===== src/design/abst_pkg.sv =====
`default_nettype none

package abst_pkg;

    localparam int IP_W     = 32;
    localparam int MAC_W    = 48;
    localparam int LEN_W    = 16;
    localparam int OPCODE_W = 16;
    localparam int STATUS_W = 3;
    localparam int POS_W    = 6;
    localparam int COUNT_W  = 7;

    // ethernet header plus arp body
    localparam logic [LEN_W-1:0]    MIN_FRAME_LEN = LEN_W'(14 + 28);
    localparam logic [OPCODE_W-1:0] OPCODE_REPLY  = OPCODE_W'(2);

    // cells per registered reduction group
    localparam int REDUCE_GROUP = 16;

    localparam logic [STATUS_W-1:0] STATUS_SHORT     = 3'd0;
    localparam logic [STATUS_W-1:0] STATUS_IGNORED   = 3'd1;
    localparam logic [STATUS_W-1:0] STATUS_REFRESHED = 3'd2;
    localparam logic [STATUS_W-1:0] STATUS_SPOOF     = 3'd3;
    localparam logic [STATUS_W-1:0] STATUS_ADDED     = 3'd4;
    localparam logic [STATUS_W-1:0] STATUS_EVICTED   = 3'd5;

    typedef struct packed {
        logic shift;
        logic write_ip;
        logic write_mac;
    } cell_ctrl_t;

endpackage

`default_nettype wire


===== src/design/abst_reduce.sv =====
`default_nettype none

module abst_reduce #(
    parameter int GROUP = 16,
    parameter int BASE  = 0,
    parameter int IDX_W = 6
) (
    input  wire logic                                  clk,
    input  wire logic [GROUP-1:0]                      match,
    input  wire logic [GROUP-1:0][abst_pkg::MAC_W-1:0] mac,
    output logic                                       hit,
    output logic [IDX_W-1:0]                           pos,
    output logic [abst_pkg::MAC_W-1:0]                 hit_mac
);
    import abst_pkg::*;

    logic             hit_reg;
    logic [IDX_W-1:0] pos_reg;
    logic [MAC_W-1:0] mac_reg;
    logic             hit_next;
    logic [IDX_W-1:0] pos_next;
    logic [MAC_W-1:0] mac_next;

    // at most one match in the table, so an or of gated values selects it
    always_comb
    begin
        hit_next = 1'b0;
        pos_next = '0;
        mac_next = '0;
        for (int k = 0; k < GROUP; k++)
        begin
            if (match[k])
            begin
                hit_next = 1'b1;
                pos_next = pos_next | IDX_W'(BASE + k);
                mac_next = mac_next | mac[k];
            end
        end
    end

    always_ff @(posedge clk)
    begin
        hit_reg <= hit_next;
        pos_reg <= pos_next;
        mac_reg <= mac_next;
    end

    assign hit     = hit_reg;
    assign pos     = pos_reg;
    assign hit_mac = mac_reg;

endmodule

`default_nettype wire


===== config.mk =====
export PLATFORM = sky130hd
export DESIGN_NAME = abst_reduce
export DESIGN_NICKNAME = d
export VERILOG_FILES = /design/src/design/abst_pkg.sv /design/src/design/abst_reduce.sv
export SDC_FILE = /design/constraint.sdc
export NUM_CORES = 1
export LEC_CHECK = 0
export ABC_CLOCK_PERIOD_IN_PS = 1400
export BUFFER_PORTS_ARGS = -buffer_cell sky130_fd_sc_hd__buf_2
export CORE_AREA = 2 2 331 333
export DETAILED_ROUTE_END_ITERATION = 6
export DIE_AREA = 0 0 333 335
export HOLD_SLACK_MARGIN = 0.1
export SYNTH_ARGS = -nofsm -noshare
export SYNTH_HDL_FRONTEND = slang
export SYNTH_SLANG_ARGS = --single-unit

===== constraint.sdc =====
create_clock -name clk -period 1.4 [get_ports clk]
set_input_delay 0.28 -clock clk [delete_from_list [all_inputs] [get_ports clk]]
set_output_delay 0.28 -clock clk [all_outputs]
set_load 0.05 [all_outputs]

Word level (Yosys, flattened, before mapping)
Index checks and enable logic that the tools add are counted.
{ "totals": {"word_cells": 54, "regBits": 55, "in_bits": 785} }
{ "classes": {"muxes": 28, "reduce_logical": 4, "n_bitwise": 15} }
{ "ops": {"columns": ["cell", "count"], "rows": [
  ["two-way mux 48 bit", 16],
  ["OR 48 bit", 15],
  ["OR reduction 15 bit", 1],
  ["two-way mux 3 bit", 4],
  ["two-way mux 2 bit", 4],
  ["OR reduction 8 bit", 1],
  ["two-way mux 1 bit", 4],
  ["OR reduction 4 bit", 1],
  ["OR reduction 2 bit", 1]
]} }

Depth between registers and ports, before layout
{ "depth": {"word_depth": 31, "depth_mapped": 5, "depth_no_buf": 3} }

Worst setup path after synthesis
No wires, ideal clock.
{ "synth_path": {"path_type": "in2reg", "startpoint": "in match[14]", "endpoint": "reg hit_reg, in the netlist hit", "path_slack_ns": 0.146, "setup_time_ns": 0.138, "arrival_time_ns": 1.116, "cell_stages": 4, "path_cell_list": "clkbuf_1 or4_4 nor4_4 nand4_1"} }
{ "synth_via": {"elab_chain_cells": 1} }
{ "synth_rtl": {"columns": ["element", "line_no", "source"], "rows": [
  ["start: declaration", "abst_reduce.sv:9", "input wire logic [GROUP-1:0] match,"],
  ["OR reduction 15 bit (no source line)", null, null],
  ["end signal: assignment", "abst_reduce.sv:43", "hit_reg <= hit_next;"],
  ["end: declaration", "abst_reduce.sv:17", "logic hit_reg;"]
]} }
No other way between the ends.
A chain may end at the register's enable or synchronous reset.

Final worst setup path
{ "layout_path": {"startpoint": "in match[1]", "endpoint": "reg mac_reg[4], in the netlist hit_mac[4]"} }
{ "layout_via": {"elab_chain_cells": 29} }
{ "layout_rtl": {"columns": ["element", "line_no", "source"], "rows": [
  ["two-way mux 48 bit *", "abst_reduce.sv:32", "if (match[k])"],
  ["OR 48 bit", "abst_reduce.sv:36", "mac_next = mac_next | mac[k];"],
  ["two-way mux 48 bit *", "abst_reduce.sv:32", null],
  ["OR 48 bit", "abst_reduce.sv:36", null],
  ["two-way mux 48 bit *", "abst_reduce.sv:32", null],
  ["OR 48 bit", "abst_reduce.sv:36", null],
  ["two-way mux 48 bit *", "abst_reduce.sv:32", null],
  ["OR 48 bit", "abst_reduce.sv:36", null],
  ["(+14 left out)", null, null],
  ["two-way mux 48 bit *", "abst_reduce.sv:32", null],
  ["OR 48 bit", "abst_reduce.sv:36", null],
  ["two-way mux 48 bit *", "abst_reduce.sv:32", null],
  ["OR 48 bit", "abst_reduce.sv:36", null],
  ["two-way mux 48 bit *", "abst_reduce.sv:32", null],
  ["OR 48 bit", "abst_reduce.sv:36", null],
  ["two-way mux 48 bit *", "abst_reduce.sv:32", null],
  ["named net mac_next[4]", "abst_reduce.sv:22", "logic [MAC_W-1:0] mac_next;"],
  ["end signal: assignment", "abst_reduce.sv:45", "mac_reg <= mac_next;"],
  ["end: declaration", "abst_reduce.sv:19", "logic [MAC_W-1:0] mac_reg;"]
]} }
The timed path passes the listed nets; every way through them passes the cells marked *.

==> impl_metrics.csv <==
group,metric,value,unit
synth,netlist_area,5300,um^2
floorplanning,fp-row-count,121,
routing,vias_per_cell,4.01,
routing,post-route-drc-count,0,
cts,tritoncts,"done",
layout,area_delta_synth_final,138,%
global_routing,grt_max_degree,27,
layout,final_nets,2249,
layout,drive_gt1_frac,0.660,
timing,setup_viol_count_final,0,
worst_setup_path,path_max_fanout,12,
timing,setup_slack,0.00419,ns
power_and_ir_drop,power.leakage,5.61,nW
cts,clk_pin_slew,0.12,ns
synth,synth_async_sr_flop_share,0,
power_and_ir_drop,p_sw_frac,0.436,
hold_path,holdCritPathClass,"input port to flip-flop",
timing,setup-tns-final,0,ns
timing,maxSlewHeadroom,0.569,
timing,final.period_utilization,0.997,
synth,ys_top_cells_by_count,"a22o_1, a221oi_1, clkbuf_1",
global_routing,overflow,0,
synth,ys_ff_latch,53,
timing,rsz0062_at_grt,"true",
power_and_ir_drop,power.density,556,nW/um^2
routing,wl_per_cell,35.0,um
power_and_ir_drop,vdd_ir_drop_max,509,uV
floorplanning,die_area,112000,um^2
synth,synth_top_area_share,0.318,
place,port_buffers,837,
worst_setup_path,path_class,"input port to flip-flop",
routing,dr.first_iter.drc_count,1132,
timing,hold_violations,0,
worst_setup_path,cp-start-kind,"input port",
synth,synth_ff_type,"dfxtp_1",
global_routing,grt_pass1_wl,124000,um
place,hpwl,93000,um
worst_setup_path,cp_slowest_cell,"a221oi_1",
power_and_ir_drop,p_total,7.01,mW
synth,synth_area_leader_cell,"a22o_1",
outcome,status,"finished clean",
synth,synth_most_common_cell,"a22o_1",
worst_setup_path,cp_top_family,"compound AO/OA/AOI/OAI gates",
floorplanning,die_y,335,um
power_and_ir_drop,switching_power,3.06,mW
place,place_worst_setup_slack,-0.933,ns
floorplanning,ioPinCount,840,
timing,worst_pin_slew,0.641,ns
layout,final_cells,2944,
cts,cts_made_buffers,5,
power_and_ir_drop,internal_power,3.95,mW
power_and_ir_drop,seqPwrFrac,0.218,
floorplanning,dieWidth,333,um
synth,yosysWarnings,0,
global_routing,track_usage,0.175,
power_and_ir_drop,comb_power_share,0.533,
place,place_congestion,1.01,
cts,cts_sinks,53,
worst_setup_path,max_stage_delay,0.54,ns
layout,fin_util,0.117,
global_routing,antenna_found_initial,171,
power_and_ir_drop,clkPwrFrac,0.249,
routing,drtAntennaViolNets,0,
worst_setup_path,critPathBufInv,2,
floorplanning,start_util,0.0490,
cts,cts-root-buf,"clkbuf_16",
global_routing,grt_pass1_vias,11000,
routing,drt_wl_total,103000,um
synth,synth_edf_count,0,
layout,largest_reg_flops,48,
worst_setup_path,worstPathRequired,1.63,ns
routing,first_pass_iters,5,
floorplanning,core-area,108000,um^2
worst_setup_path,crit_chain,"buf_4, buf_12, a22o_1, a221oi_1, nand4_1",
timing,fmax,716,MHz
synth,yosysSeqAreaShare,0.200,
cts,cts.path.max_buffers,2,
synth,avgSynthCellArea,8.94,um^2
synth,netlist_instances,592,
timing,period_needed,1.40,ns
timing,slew_violations,0,
cts,h-tree-depth,2,
synth,synth.distinct_cells,19,
place,place_inst,2851,
synth,synth_area_leaders,"a22o_1, a221oi_1, dfxtp_1",
cts,post_cts_buffers,0,
worst_setup_path,crit_path_end_kind,"flip-flop",
routing,vias,11800,
flow_run,max_cap_viol_count,0,
worst_setup_path,arrival,1.63,ns
-- cells in the final DEF, fill, tap and decap left out --
cell type / synthesis / final
a221oi_1: 183 / 174
a221oi_2: 9 / 16
a221oi_4: 0 / 2
a22o_1: 192 / 191
a22o_4: 0 / 1
buf_12: 0 / 29
buf_2: 32 / 818
buf_4: 2 / 87
buf_6: 3 / 2
clkbuf_16: 0 / 5
clkinv_2: 0 / 1
clkinv_4: 0 / 2
conb_1: 1 / 2
dfxtp_1: 53 / 52
dfxtp_2: 0 / 1
diode_2: 0 / 65
dlygate4sd3_1: 0 / 20
nand2_1: 2 / 2
nand2b_1: 1 / 1
nand3_1: 1 / 1
nand4_1: 49 / 49
nor2_1: 2 / 2
nor3_1: 1 / 1
nor4_1: 4 / 3
nor4_2: 0 / 1
nor4_4: 1 / 1
or4_4: 1 / 1
-- cells by family after synthesis --
group	synth area share
other cells	0.000708
simple gates	0.0747
compound gates	0.646
flops	0.200
buf+inv	0.0784
-- repair_timing --
item                       4_1_cts  5_1_grt
resized for setup               15        5
setup endpoints to repair       10        4
hold buffers                    20        0
hold endpoints to repair        15        0
-- stage by stage --
step	hold WS, ns	instance area, um^2
floorplan	0.395	5300
global placement	0.500	12000
detailed placement	0.509	12000
CTS	0.100	12400
global route	0.118	12600
finish	0.136	12600
-- per-layer routing --
layer,track usage,part of all wire,up-vias
met5,0.0239,0.0093,-
met1,0.211,0.40,5552
met3,0.0971,0.14,397
met2,0.254,0.40,1163
li1,-,-,4603
met4,0.0688,0.051,100
-- power by group through the flow --
| stage | Clock, mW | Combinational (mW) | Sequential, mW |
|---|---|---|---|
| after CTS | 1.87 | 3.66 | 1.53 |
| after detailed placement | 0 | 3.56 | 1.56 |
| after global placement | 0 | 3.53 | 1.56 |
| after floorplan | 0 | 1.10 | 1.62 |
| after global routing | 1.84 | 3.88 | 1.53 |
| final | 1.75 | 3.74 | 1.53 |
-- layout make-up --
type                            count  area, um^2
Timing Repair Buffer              956        5550
Tap cell                         1414        1770
Clock buffer                        5         125
Sequential cell                    53        1060
Antenna cell                       65         163
Clock inverter                      3        22.5
Fill cell                       12700       95500
Multi-Input combinational cell    448        3920
-- worst paths after layout --
path | startpoint | end | cells after the start
worst max-delay path | match[1] | hit_mac[4] | 5
worst min-delay path | mac[406] | hit_mac[22] | 3
Power figures use the tool's default switching activity.
